**src/hw/rtl/wfsa_pkg.sv**
```systemverilog
// Package: shared types, codes and defaults of the worst-fit segment allocator.
`timescale 1ns / 1ps
package wfsa_pkg;

  localparam int HOLE_ENTRIES_DEF = 32;
  localparam int PAGE_BYTES_DEF   = 256;
  localparam int ADDR_W           = 24;
  localparam int USED_W           = 25;

  localparam logic [ADDR_W-1:0] HEAP_BASE_RST = 24'h3FFFFF;
  localparam logic [ADDR_W-1:0] HEAP_SIZE_RST = 24'hFFFFFF - 24'h3FFFFF;
  localparam logic [USED_W-1:0] USED_MAX      = 25'h1FFFFFF;

  localparam logic [1:0] ST_OK      = 2'd0;
  localparam logic [1:0] ST_NOSPACE = 2'd1;
  localparam logic [1:0] ST_FULL    = 2'd2;

  localparam logic [1:0] CFG_HEAP_BASE = 2'd0;
  localparam logic [1:0] CFG_HEAP_SIZE = 2'd1;

  localparam logic OP_ALLOC   = 1'b0;
  localparam logic OP_RELEASE = 1'b1;

  typedef struct packed {
    logic              opcode;
    logic [ADDR_W-1:0] address;
    logic [ADDR_W-1:0] request_size;
  } wfsa_in_t;

  typedef struct packed {
    logic [1:0]        status;
    logic [ADDR_W-1:0] granted_address;
    logic [USED_W-1:0] used_total;
  } wfsa_out_t;

  typedef enum logic [2:0] {
    S_LOAD,
    S_IDLE,
    S_ROUND,
    S_SCAN_A,
    S_SCAN_R,
    S_MERGE
  } wfsa_state_t;

endpackage

```
**src/hw/rtl/worst_fit_segment_allocator.sv**
```systemverilog
// Top level: worst-fit free-hole allocator with release coalescing.
//
//   channel  | ports                                | handshake
//   ---------+--------------------------------------+------------------------------
//   input    | start, busy, in_data                 | taken when start && !busy
//   result   | out_valid, out_data                  | one-cycle strobe, no stall
//   config   | cfg_valid, cfg_ready, cfg_index/data | taken when valid && ready
//
// Each item first rounds its size up to whole pages: a multiply by the
// page-size reciprocal, then a multiply back by the page size. An allocate
// then scans the hole table once through the single read port of the hole
// memory; the result strobe comes in the cycle after the scan ends, and the
// next item is taken at the end of that cycle. A release scans until a
// touching hole is found, then runs merge passes over the table, one per
// merge plus a final clean pass. Reset and every write to heap_base or
// heap_size pass through the load state, which rebuilds the table as a
// single hole; cfg_ready drops while start is high in idle, so an item
// always wins over a config write. The receiver cannot stall: the result
// register is updated only in the cycle an item finishes.
`timescale 1ns / 1ps
module worst_fit_segment_allocator
  import wfsa_pkg::*;
#(
  parameter int HOLE_ENTRIES = HOLE_ENTRIES_DEF,
  parameter int PAGE_BYTES   = PAGE_BYTES_DEF
) (
  input  logic              clk,
  input  logic              rst_n,
  input  logic              start,
  output logic              busy,
  input  wfsa_in_t          in_data,
  output logic              out_valid,
  output wfsa_out_t         out_data,
  input  logic              cfg_valid,
  output logic              cfg_ready,
  input  logic [1:0]        cfg_index,
  input  logic [ADDR_W-1:0] cfg_data
);

  localparam int IW = (HOLE_ENTRIES > 1) ? $clog2(HOLE_ENTRIES) : 1;
  localparam int CW = IW + 1;
  localparam logic [CW-1:0] LAST_CNT = CW'(HOLE_ENTRIES);

  // page rounding: quotient = (size + PAGE_BYTES - 1) * RECIP >> RK, exact for
  // every 25-bit dividend since RECIP = ceil(2^RK / PAGE_BYTES)
  localparam int     RK      = USED_W + $clog2(PAGE_BYTES);
  localparam int     MW      = USED_W + 2;
  localparam int     PRW     = USED_W + MW;
  localparam longint RECIP_L = ((longint'(1) << RK) + longint'(PAGE_BYTES - 1))
                               / longint'(PAGE_BYTES);
  localparam logic [MW-1:0] RECIP = MW'(RECIP_L);

  wfsa_state_t state_r, state_nxt;

  // configuration
  logic [ADDR_W-1:0] heap_base_r, heap_size_r;
  logic              cfg_wr, cfg_reload;

  // hole memory: {base, length}
  logic [2*ADDR_W-1:0] mem [HOLE_ENTRIES];
  logic [2*ADDR_W-1:0] rd_q;
  logic [IW-1:0]       rd_addr;
  logic                we;
  logic [IW-1:0]       wa;
  logic [2*ADDR_W-1:0] wd;
  logic [HOLE_ENTRIES-1:0] valid_r;

  // request and rounding
  wfsa_in_t          in_r;
  logic              rnd_ph_r;
  logic [USED_W-1:0] round_m;
  logic [PRW-1:0]    prod_r;
  logic [USED_W-1:0] quo;
  logic [USED_W-1:0] r_r, r_nxt;

  // scan pipeline
  logic [CW-1:0] iss_r;
  logic          pv_r;
  logic [IW-1:0] pidx_r;
  logic          scan_done, restart, item_done;

  // scan trackers
  logic              best_v_r;
  logic [IW-1:0]     best_idx_r;
  logic [ADDR_W-1:0] best_base_r, best_len_r;
  logic              free_v_r;
  logic [IW-1:0]     free_idx_r;
  logic [IW-1:0]     cur_r;
  logic [ADDR_W-1:0] cur_base_r, cur_len_r;

  logic [USED_W-1:0] used_r;
  logic              out_valid_r;
  wfsa_out_t         out_r;

  // entry under evaluation
  logic [ADDR_W-1:0] eb, el;
  logic              ev;
  logic [USED_W-1:0] end_j, cur_end;
  logic [USED_W:0]   rel_end, sum_jr;
  logic [USED_W-1:0] sum_jc;
  logic [ADDR_W-1:0] sat_jr, sat_jc;
  logic              rel_hit, mrg_a, mrg_b, alloc_fail;
  logic [USED_W:0]   used_add;

  assign cfg_wr     = cfg_valid && cfg_ready;
  assign cfg_reload = cfg_wr && (cfg_index == CFG_HEAP_BASE || cfg_index == CFG_HEAP_SIZE);

  assign eb      = rd_q[2*ADDR_W-1:ADDR_W];
  assign el      = rd_q[ADDR_W-1:0];
  assign ev      = pv_r && valid_r[pidx_r];
  assign end_j   = {1'b0, eb} + {1'b0, el};
  assign cur_end = {1'b0, cur_base_r} + {1'b0, cur_len_r};
  assign rel_end = {2'b0, in_r.address} + {1'b0, r_r};
  assign sum_jr  = {2'b0, el} + {1'b0, r_r};
  assign sum_jc  = {1'b0, el} + {1'b0, cur_len_r};
  assign sat_jr  = (sum_jr[USED_W:ADDR_W] != '0) ? '1 : sum_jr[ADDR_W-1:0];
  assign sat_jc  = sum_jc[ADDR_W] ? '1 : sum_jc[ADDR_W-1:0];

  assign rel_hit = ev && (end_j == {1'b0, in_r.address} || rel_end == {2'b0, eb});
  assign mrg_a   = ev && (pidx_r != cur_r) && (end_j == {1'b0, cur_base_r});
  assign mrg_b   = ev && (pidx_r != cur_r) && !mrg_a && (cur_end == {1'b0, eb});

  assign scan_done  = (iss_r == LAST_CNT) && !pv_r;
  assign alloc_fail = !best_v_r || ({1'b0, best_len_r} < r_r);
  assign used_add   = {1'b0, used_r} + {1'b0, r_r};

  // round up to pages: reciprocal multiply, then multiply back by the page size
  assign round_m = {1'b0, in_r.request_size} + USED_W'(PAGE_BYTES - 1);
  assign quo     = USED_W'(prod_r >> RK);
  assign r_nxt   = quo * USED_W'(PAGE_BYTES);

  // next state
  always_comb begin
    state_nxt = state_r;
    unique case (state_r)
      S_LOAD:   state_nxt = cfg_reload ? S_LOAD : S_IDLE;
      S_IDLE: begin
        if (cfg_reload)
          state_nxt = S_LOAD;
        else if (start)
          state_nxt = S_ROUND;
      end
      S_ROUND: begin
        if (rnd_ph_r)
          state_nxt = (in_r.opcode == OP_ALLOC) ? S_SCAN_A : S_SCAN_R;
      end
      S_SCAN_A: if (scan_done) state_nxt = S_IDLE;
      S_SCAN_R: begin
        if (rel_hit)
          state_nxt = S_MERGE;
        else if (scan_done)
          state_nxt = S_IDLE;
      end
      S_MERGE:  if (scan_done) state_nxt = S_IDLE;
      default:  state_nxt = S_LOAD;
    endcase
  end

  // outputs and memory write decode
  always_comb begin
    busy      = (state_r != S_IDLE);
    cfg_ready = (state_r == S_LOAD) || ((state_r == S_IDLE) && !start);
    rd_addr   = iss_r[IW-1:0];
    restart   = 1'b0;
    item_done = 1'b0;
    we        = 1'b0;
    wa        = '0;
    wd        = '0;
    unique case (state_r)
      S_LOAD: begin
        we = 1'b1;
        wd = {heap_base_r, heap_size_r};
      end
      S_ROUND: begin
        // start the scan from entry zero once the rounded size is ready
        restart = rnd_ph_r;
      end
      S_SCAN_A: begin
        item_done = scan_done;
        if (scan_done && !alloc_fail) begin
          we = 1'b1;
          wa = best_idx_r;
          wd = {best_base_r + r_r[ADDR_W-1:0], best_len_r - r_r[ADDR_W-1:0]};
        end
      end
      S_SCAN_R: begin
        if (rel_hit) begin
          restart = 1'b1;
          we      = 1'b1;
          wa      = pidx_r;
          wd      = {(end_j == {1'b0, in_r.address}) ? eb : in_r.address, sat_jr};
        end else if (scan_done) begin
          item_done = 1'b1;
          if (free_v_r) begin
            we = 1'b1;
            wa = free_idx_r;
            wd = {in_r.address, (r_r[ADDR_W] ? {ADDR_W{1'b1}} : r_r[ADDR_W-1:0])};
          end
        end
      end
      S_MERGE: begin
        if (mrg_a) begin
          restart = 1'b1;
          we      = 1'b1;
          wa      = pidx_r;
          wd      = {eb, sat_jc};
        end else if (mrg_b) begin
          restart = 1'b1;
          we      = 1'b1;
          wa      = cur_r;
          wd      = {cur_base_r, sat_jc};
        end else if (scan_done) begin
          item_done = 1'b1;
        end
      end
      default: ;
    endcase
  end

  // hole memory
  always_ff @(posedge clk) begin
    if (we)
      mem[wa] <= wd;
    rd_q <= mem[rd_addr];
  end

  always_ff @(posedge clk) begin
    if (!rst_n) begin
      state_r     <= S_LOAD;
      heap_base_r <= HEAP_BASE_RST;
      heap_size_r <= HEAP_SIZE_RST;
      valid_r     <= '0;
      used_r      <= '0;
      out_valid_r <= 1'b0;
      iss_r       <= '0;
      pv_r        <= 1'b0;
    end else begin
      state_r     <= state_nxt;
      out_valid_r <= item_done;
      if (cfg_wr && cfg_index == CFG_HEAP_BASE)
        heap_base_r <= cfg_data;
      if (cfg_wr && cfg_index == CFG_HEAP_SIZE)
        heap_size_r <= cfg_data;

      // advance the scan pipeline; drop the in-flight read on a restart
      if (restart) begin
        iss_r <= '0;
        pv_r  <= 1'b0;
      end else if (iss_r != LAST_CNT) begin
        iss_r  <= iss_r + CW'(1);
        pv_r   <= 1'b1;
        pidx_r <= iss_r[IW-1:0];
      end else begin
        pv_r <= 1'b0;
      end

      unique case (state_r)
        S_LOAD: begin
          valid_r <= HOLE_ENTRIES'(1);
          used_r  <= '0;
        end
        S_IDLE: begin
          if (start && !cfg_reload) begin
            in_r     <= in_data;
            rnd_ph_r <= 1'b0;
          end
        end
        S_ROUND: begin
          if (!rnd_ph_r) begin
            prod_r   <= PRW'(round_m) * PRW'(RECIP);
            rnd_ph_r <= 1'b1;
          end else begin
            r_r      <= r_nxt;
            best_v_r <= 1'b0;
            free_v_r <= 1'b0;
          end
        end
        S_SCAN_A: begin
          if (ev && (!best_v_r || el > best_len_r)) begin
            best_v_r    <= 1'b1;
            best_idx_r  <= pidx_r;
            best_base_r <= eb;
            best_len_r  <= el;
          end
          if (scan_done) begin
            if (alloc_fail) begin
              out_r <= '{status: ST_NOSPACE, granted_address: '0, used_total: used_r};
            end else begin
              if (best_len_r == r_r[ADDR_W-1:0])
                valid_r[best_idx_r] <= 1'b0;
              used_r <= used_add[USED_W] ? USED_MAX : used_add[USED_W-1:0];
              out_r  <= '{status: ST_OK, granted_address: best_base_r,
                          used_total: used_add[USED_W] ? USED_MAX : used_add[USED_W-1:0]};
            end
          end
        end
        S_SCAN_R: begin
          if (pv_r && !valid_r[pidx_r] && !free_v_r) begin
            free_v_r   <= 1'b1;
            free_idx_r <= pidx_r;
          end
          if (rel_hit) begin
            cur_r      <= pidx_r;
            cur_base_r <= (end_j == {1'b0, in_r.address}) ? eb : in_r.address;
            cur_len_r  <= sat_jr;
          end else if (scan_done) begin
            if (free_v_r) begin
              valid_r[free_idx_r] <= 1'b1;
              used_r <= (used_r > r_r) ? used_r - r_r : '0;
              out_r  <= '{status: ST_OK, granted_address: '0,
                          used_total: (used_r > r_r) ? used_r - r_r : '0};
            end else begin
              out_r <= '{status: ST_FULL, granted_address: '0, used_total: used_r};
            end
          end
        end
        S_MERGE: begin
          if (mrg_a) begin
            valid_r[cur_r] <= 1'b0;
            cur_r          <= pidx_r;
            cur_base_r     <= eb;
            cur_len_r      <= sat_jc;
          end else if (mrg_b) begin
            valid_r[pidx_r] <= 1'b0;
            cur_len_r       <= sat_jc;
          end else if (scan_done) begin
            used_r <= (used_r > r_r) ? used_r - r_r : '0;
            out_r  <= '{status: ST_OK, granted_address: '0,
                        used_total: (used_r > r_r) ? used_r - r_r : '0};
          end
        end
        default: ;
      endcase
    end
  end

  assign out_valid = out_valid_r;
  assign out_data  = out_r;

  // a result reports the running count as it stands after the item
  a_used_match: assert property (@(posedge clk) disable iff (!rst_n)
    out_valid_r |-> out_r.used_total == used_r)
    else $error("result count differs from running count");

  a_fail_no_addr: assert property (@(posedge clk) disable iff (!rst_n)
    out_valid_r && out_r.status != ST_OK |-> out_r.granted_address == '0)
    else $error("failed item carries an address");

  a_start_busy: assert property (@(posedge clk) disable iff (!rst_n)
    start && !busy && !cfg_reload |=> busy)
    else $error("accepted item did not raise busy");

  a_result_after_work: assert property (@(posedge clk) disable iff (!rst_n)
    out_valid_r |-> $past(busy))
    else $error("result without work in progress");

endmodule

```
**config.mk**
```make
export PLATFORM = sky130hd
export DESIGN_NAME = worst_fit_segment_allocator
export DESIGN_NICKNAME = d
export VERILOG_FILES = /design/src/hw/rtl/wfsa_pkg.sv /design/src/hw/rtl/worst_fit_segment_allocator.sv
export SDC_FILE = /design/constraint.sdc
export NUM_CORES = 2
export LEC_CHECK = 0
export BUFFER_PORTS_ARGS = -buffer_cell sky130_fd_sc_hd__buf_2
export CAP_MARGIN = 30
export CORE_MARGIN = 10
export CORE_UTILIZATION = 63
export DETAILED_ROUTE_END_ITERATION = 10
export PLACE_DENSITY = 0.8
export SLEW_MARGIN = 20
export SYNTH_ARGS = -nofsm -noshare
export SYNTH_HDL_FRONTEND = slang
export SYNTH_SLANG_ARGS = --single-unit
```
**constraint.sdc**
```tcl
create_clock -name clk -period 8.1 [get_ports clk]
set_input_delay 1.62 -clock clk [delete_from_list [all_inputs] [get_ports clk]]
set_output_delay 1.62 -clock clk [all_outputs]
set_load 0.05 [all_outputs]
```
## Word-level counts from Yosys, hierarchy flattened

Memories as Yosys holds them, arrays and structs flattened. A register that Yosys moved wholly into a read port is not among the register bits.
Cells that the tools add are included.

- Input bits: 79
- Word-level logic and storage cells: 251
- Output and inout port bits: 54
- Flip-flop bits (word level): 377
- Memories: 1
- RAM bits: 1536

Memory list:

| name | depth | width | rd ports | clocked after memory_dff | wr ports | RTL line | RTL |
|---|---|---|---|---|---|---|---|
| mem | 32 | 48 | 1 | 1 | 1 | worst_fit_segment_allocator.sv:60 | `logic [2*ADDR_W-1:0] mem [HOLE_ENTRIES];` |

- Equal/unequal tests: 32
- Add/sub/neg operators: 11
- Bitwise logic cells: 10
- Magnitude comparators: 11
- Reduce and logical (&&, ||, !) cells: 60
- Mux-type cells: 99

Operators with widths:

| kind | count |
|---|---|
| $mux W51 | 7 |
| $mux W48 | 6 |
| $mux W32 | 8 |
| $mux W25 | 10 |
| $mux W24 | 9 |
| $pmux W48 S4 | 1 |
| $pmux W51 S3 | 1 |
| $pmux W32 S4 | 1 |
| $pmux W25 S4 | 1 |
| $and A32 B32 Y32 | 3 |
| $not A32 Y32 | 3 |
| $pmux W24 S2 | 2 |
| $add A24 B24 Y25 | 3 |
| $eq A25 B24 Y1 | 3 |
| $add A24 B25 Y26 | 2 |
| $mux W50 | 1 |
| $mux W5 | 8 |
| $or A32 B32 Y32 | 1 |
| $ne A2 B2 Y1 const B | 14 |
| $add A25 B25 Y26 | 1 |
| $eq A26 B24 Y1 | 1 |
| $add A24 B8 Y25 const B | 1 |
| $gt A25 B25 Y1 | 1 |
| $lt A24 B25 Y1 | 1 |
| other kinds (43) | 134 |

## Logic depth before layout (Yosys ltp)

- Word-level depth: 13
- Depth in mapped cells: 19
- Gate-level depth less buffers: 17

## Least setup slack after synthesis

No wires, ideal clock.

- Path kind: reg2reg
- Start: register rd_q[24], read port of mem
- End: memory mem[12][0] (netlist bit) (enable)
- Data required time: 7646 ps
- Slack: 1466 ps
- Clock period less this slack: 6634 ps
- Cell stages (with the launch flop): 18
- Arrival time: 6180 ps
- Path buffers: 2
- Library setup time: 454 ps
- Cells stage by stage: dfxtp_1 > ha_1 > inv_1 > fa_1 > nand2b_1 > a211oi_2 > o22ai_1 > o21ai_2 > or3_1 > o2111ai_1 > a2111o_1 > or4_4 > o31ai_4 > buf_6 > nand2_4 > buf_6 > a311o_4 > nor2_1

- Cells in the longest elaborated chain, start to end: 11
- Elaborated cells on any way between the ends: 21
- Classes of those cells: add/sub: 1; eq/ne: 4; mux: 10; reduce/logical: 6

Ends and longest elaborated chain:

| element | RTL line | RTL |
|---|---|---|
| start: declaration | worst_fit_segment_allocator.sv:61 | `logic [2*ADDR_W-1:0] rd_q;` |
| $add A24 B24 Y25 | worst_fit_segment_allocator.sv:111 | `assign end_j = {1'b0, eb} + {1'b0, el};` |
| $eq A25 B24 Y1 | worst_fit_segment_allocator.sv:120 | `assign mrg_a = ev && (pidx_r != cur_r) && (end_j == {1'b0, cur_base_r});` |
| $logic_and A1 B1 Y1 | worst_fit_segment_allocator.sv:120 |  |
| $logic_not A1 Y1 | worst_fit_segment_allocator.sv:121 | `assign mrg_b = ev && (pidx_r != cur_r) && !mrg_a && (cur_end == {1'b0, eb});` |
| $logic_and A1 B1 Y1 (2 in a row) | worst_fit_segment_allocator.sv:121 |  |
| $mux W1 | worst_fit_segment_allocator.sv:207 | `end else if (mrg_b) begin` |
| $mux W1 | worst_fit_segment_allocator.sv:202 | `if (mrg_a) begin` |
| $pmux W1 S4 | worst_fit_segment_allocator.sv:169 | `unique case (state_r)` |
| $mux W1 | worst_fit_segment_allocator.sv:222 | `if (we)` |
| $mux W1 (implied by the code) | worst_fit_segment_allocator.sv:223 | `mem[wa] <= wd;` |
| end: declaration | worst_fit_segment_allocator.sv:60 |  |

Parallel ways exist; a longest one is shown, timed or not.

## Worst setup path after layout

- Start: register rd_q[24], read port of mem
- End: memory mem[13][29] (netlist bit) (enable)

The elaborated chain is that of the path after synthesis.

==> qor.yml <==
outcome:
  status: "finished, final reports clean"
critical_path:
  cp.required_ns: 8.57
  ff2ff_path_depth: 18
  crit_fanout: 29
  crit_path_start_kind: "flip-flop"
  crit_top_cell: "nand2b_1"
  crit_slowest_cell: "xnor2_1"
  crit_family: "compound AO/OA/AOI/OAI gates"
  r2r_setup_slack_ns: 0.63
  worstReg2RegEnd: "mem[13][29]"
  cp_slowest_stage_delay_ns: 0.97
  crit_arrival_ns: 7.95
  path_class: "flip-flop to flip-flop"
  cp-end-kind: "flip-flop"
  cp_cell_sequence: "ha_1 > inv_1 > fa_1 > nand2b_1 > a211oi_2 > o22ai_1 > o21ai_2 > a211o_1 > o211ai_1 > xnor2_1 > nor4b_4 > nand2b_1 > nand2_1 > o211ai_1 > nand2b_1 > buf_4 > nor2_4 > buf_4"
  cp_num_buf_inv: 3
  r2r-start: "rd_q[24]"
cells_and_area:
  drive_gt1_share_pct: 22.3
  syn2layout_area_growth_pct: 12.8
  num-nets-final: 5930
  stdcell_count: 7597
  fillerInstances: 8105
hold_path:
  min-delay-start: "prod_r[44]"
  holdPathEnd: "r_r[19]"
  worstHoldPathType: "flip-flop to flip-flop"
  hold_depth: 0
sta:
  min_period_ns: 7.47
  rsz0062_at_grt: "false"
  max_freq_mhz: 134
  fin_setup_tns_ns: 0
  relSlewSlack_pct: 22.6
  min_period_over_period_pct: 92.3
  finalSetupViolations: 0
  hold_viol: 0
  fin_skew_ns: 0.120
  tightestPinTransition_ns: 1.15
  slew_viol_final: 0
placement:
  io_buffers: 132
  gp_congestion: 0.990
  detailed_place_hpwl_um: 171000
  dp_cells: 7224
yosys:
  synth_seq_cells: 1953
  netlist.top_cell.by_area: "edfxtp_1"
  synth-seq-area-share_pct: 65.5
  synth_commonest_cells: "1789 x edfxtp_1, 480 x mux4_2, 298 x nand2_1"
  netlist_instances: 5440
  ys.flop_type: "edfxtp_1"
  syn_area_um2: 87000
  ys_async_sr_fraction_pct: 0
  synth.area.top_cells: "edfxtp_1 62%, mux4_2 12%, dfxtp_1 3.8%"
  synthMostInstantiatedCell: "edfxtp_1"
  avgSynthCellArea_um2: 16.0
  ys_warn_count: 0
  synth_cell_types: 101
  synth_edf_count: 1789
  yosysTopAreaCellShare_pct: 61.7
  synth_nets: 5723
floorplan:
  std_cell_rows: 136
  die_y_um: 392
  core-area_um2: 137000
  die-area_um2: 153000
  initial_core_util_pct: 63.4
  io_pins: 133
  die_w_um: 392
clock_network:
  cts_tree: "built"
  numCtsBuffers: 188
  worstSkewPairLatency_ns: 0.90
  cts_resized: 0
  path_clk_slew_ns: 0.07
  cts_hold_buffers: 0
  clockRootBuffer: "clkbuf_16"
  cts_buffer_depth: 3
  htreeDepth: 4
  cts_setup_buffers: 0
  cts_sinks: 1953
power_and_ir_drop:
  pwr-share-seq_pct: 40.5
  netSwitchingFraction_pct: 33.8
  power.total_mw: 31.3
  vdd_ir_drop_max_mv: 0.242
  power_frac_comb_pct: 29.0
  powerDensity_nw_per_um2: 319
  intPower_mw: 20.7
  clockPowerShare_pct: 30.4
  switching_power_mw: 10.6
  leakage_nw: 32.1
route:
  num_vias: 55400
  routedWlPerCell_um: 37.4
  drc_errors: 0
  drt-initial-drc-count: 9520
  vias_per_cell: 7.29
  antenna_left: 0
  dr.pass1.iters: 10
  wl_um: 284000
job:
  cap_viol_max_count: 0
global_routing:
  grt_pass1_vias: 53300
  grt.overflow.total: 0
  grt_pass1_wl_um: 399000
  grt_max_degree: 129
  track_usage_pct: 36.3
  antenna_found_initial: 13
-- worst max path at each step --
stage | startpoint | end | slack (ns) | cells past startpoint
after CTS | rd_q[24] | mem[13][24] | 0.94 | 18
after global placement | rd_q[24] | mem[8][30] | 0.63 | 18
after floorplan | rd_q[24] | mem[12][0] | 1.47 | 17
after global routing | rd_q[24] | mem[13][24] | 0.71 | 18
after detailed placement | rd_q[24] | mem[13][30] | 1.16 | 18
final | rd_q[24] | mem[13][29] | 0.63 | 18
-- final cells by class --
cell class | count | area (um^2) | area share [%]
diodes | 1 | 2.50 | 0.00255
clock buffers | 226 | 4910 | 5.00
clock inverters | 119 | 1710 | 1.74
inverters | 128 | 480 | 0.489
multi-input cells | 3067 | 29100 | 29.6
flip-flops and latches | 1953 | 57000 | 58.1
well taps | 1794 | 2240 | 2.29
repair buffers | 309 | 2740 | 2.79
-- per-layer routing --
layer	vias to the layer above	global-route usage [%]	wire length, um
met5	-	0	92
met4	10	14.6	14300
met3	721	8.47	37800
met2	4821	56.4	132000
met1	27700	50.1	99300
li1	22100	-	-
-- stage by stage --
step | utilization [%] | hold slack [ns] | instance area, um^2 | setup slack, ns
floorplan | - | 0.400 | 87000 | 1.47
global placement | 66.1 | 0.402 | 90700 | 0.634
detailed placement | 66.2 | 0.405 | 90900 | 1.16
CTS | 71.0 | 0.395 | 97600 | 0.938
global route | 71.5 | 0.403 | 98200 | 0.707
finish | 71.5 | 0.387 | 98200 | 0.626
-- cell usage in the layout (no fill, tap or decap), types with 40 or more instances in the layout --
| cell | n |
|---|---|
| buf_4 | 125 |
| o211ai_1 | 57 |
| edfxtp_1 | 1789 |
| ha_1 | 195 |
| nor2b_1 | 41 |
| nand2_1 | 298 |
| xor2_1 | 83 |
| and3_1 | 52 |
| inv_1 | 126 |
| o21a_1 | 58 |
| nor2_1 | 205 |
| nand4_1 | 40 |
| mux2_2 | 76 |
| mux2i_1 | 67 |
| a21oi_1 | 288 |
| dfxtp_1 | 159 |
| buf_2 | 132 |
| o21ai_0 | 175 |
| mux4_2 | 480 |
| nor3_1 | 84 |
| xnor2_1 | 139 |
| nand2b_1 | 43 |
| clkbuf_16 | 190 |
| a21o_1 | 62 |
| nand3_1 | 106 |
-- worst register-to-register path: cells and delay by family, from the launching register on --
family,cells,cell delay [ns]
buf+inv,3,0.92
fa+ha+maj,2,0.73
flops,1,0.47
compound gates,6,2.07
xor+xnor,1,0.97
simple gates,6,1.88
-- sequential cells by signal, indices dropped and copies added, names as in the netlist, 3 cells and up --
signal / flops
in_r: 49
used_r: 25
best_len_r: 24
pidx_r: 5
heap_size_r: 24
cur_r: 5
cur_base_r: 24
r_r: 17
iss_r: 6
best_idx_r: 5
best_base_r: 24
cur_len_r: 24
heap_base_r: 24
free_idx_r: 5
out_data: 51
valid_r: 32
prod_r: 17
state_r: 3
rd_q: 48
mem: 1536
-- power groups by stage --
stage / logic, mW / clock network [mW] / registers (mW)
floorplan: 5.55 / 0 / 12.6
global placement: 8.26 / 0 / 12.8
detailed placement: 8.44 / 0 / 12.8
CTS: 8.60 / 9.53 / 12.6
global route: 9.49 / 9.90 / 12.7
finish: 9.08 / 9.52 / 12.7
-- cell families (layout without fill, tap and decap cells) --
family / Yosys count / in the layout / synth area share, %
fa+ha+maj: 204 / 204 / 3.01
mux: 623 / 623 / 14.2
buf+inv: 420 / 782 / 1.89
flops: 1953 / 1953 / 65.5
compound gates: 979 / 979 / 7.35
xor+xnor: 225 / 225 / 2.31
simple gates: 1036 / 1036 / 5.74
other cells: 0 / 1 / 0
(Power assumes the default switching activity.)
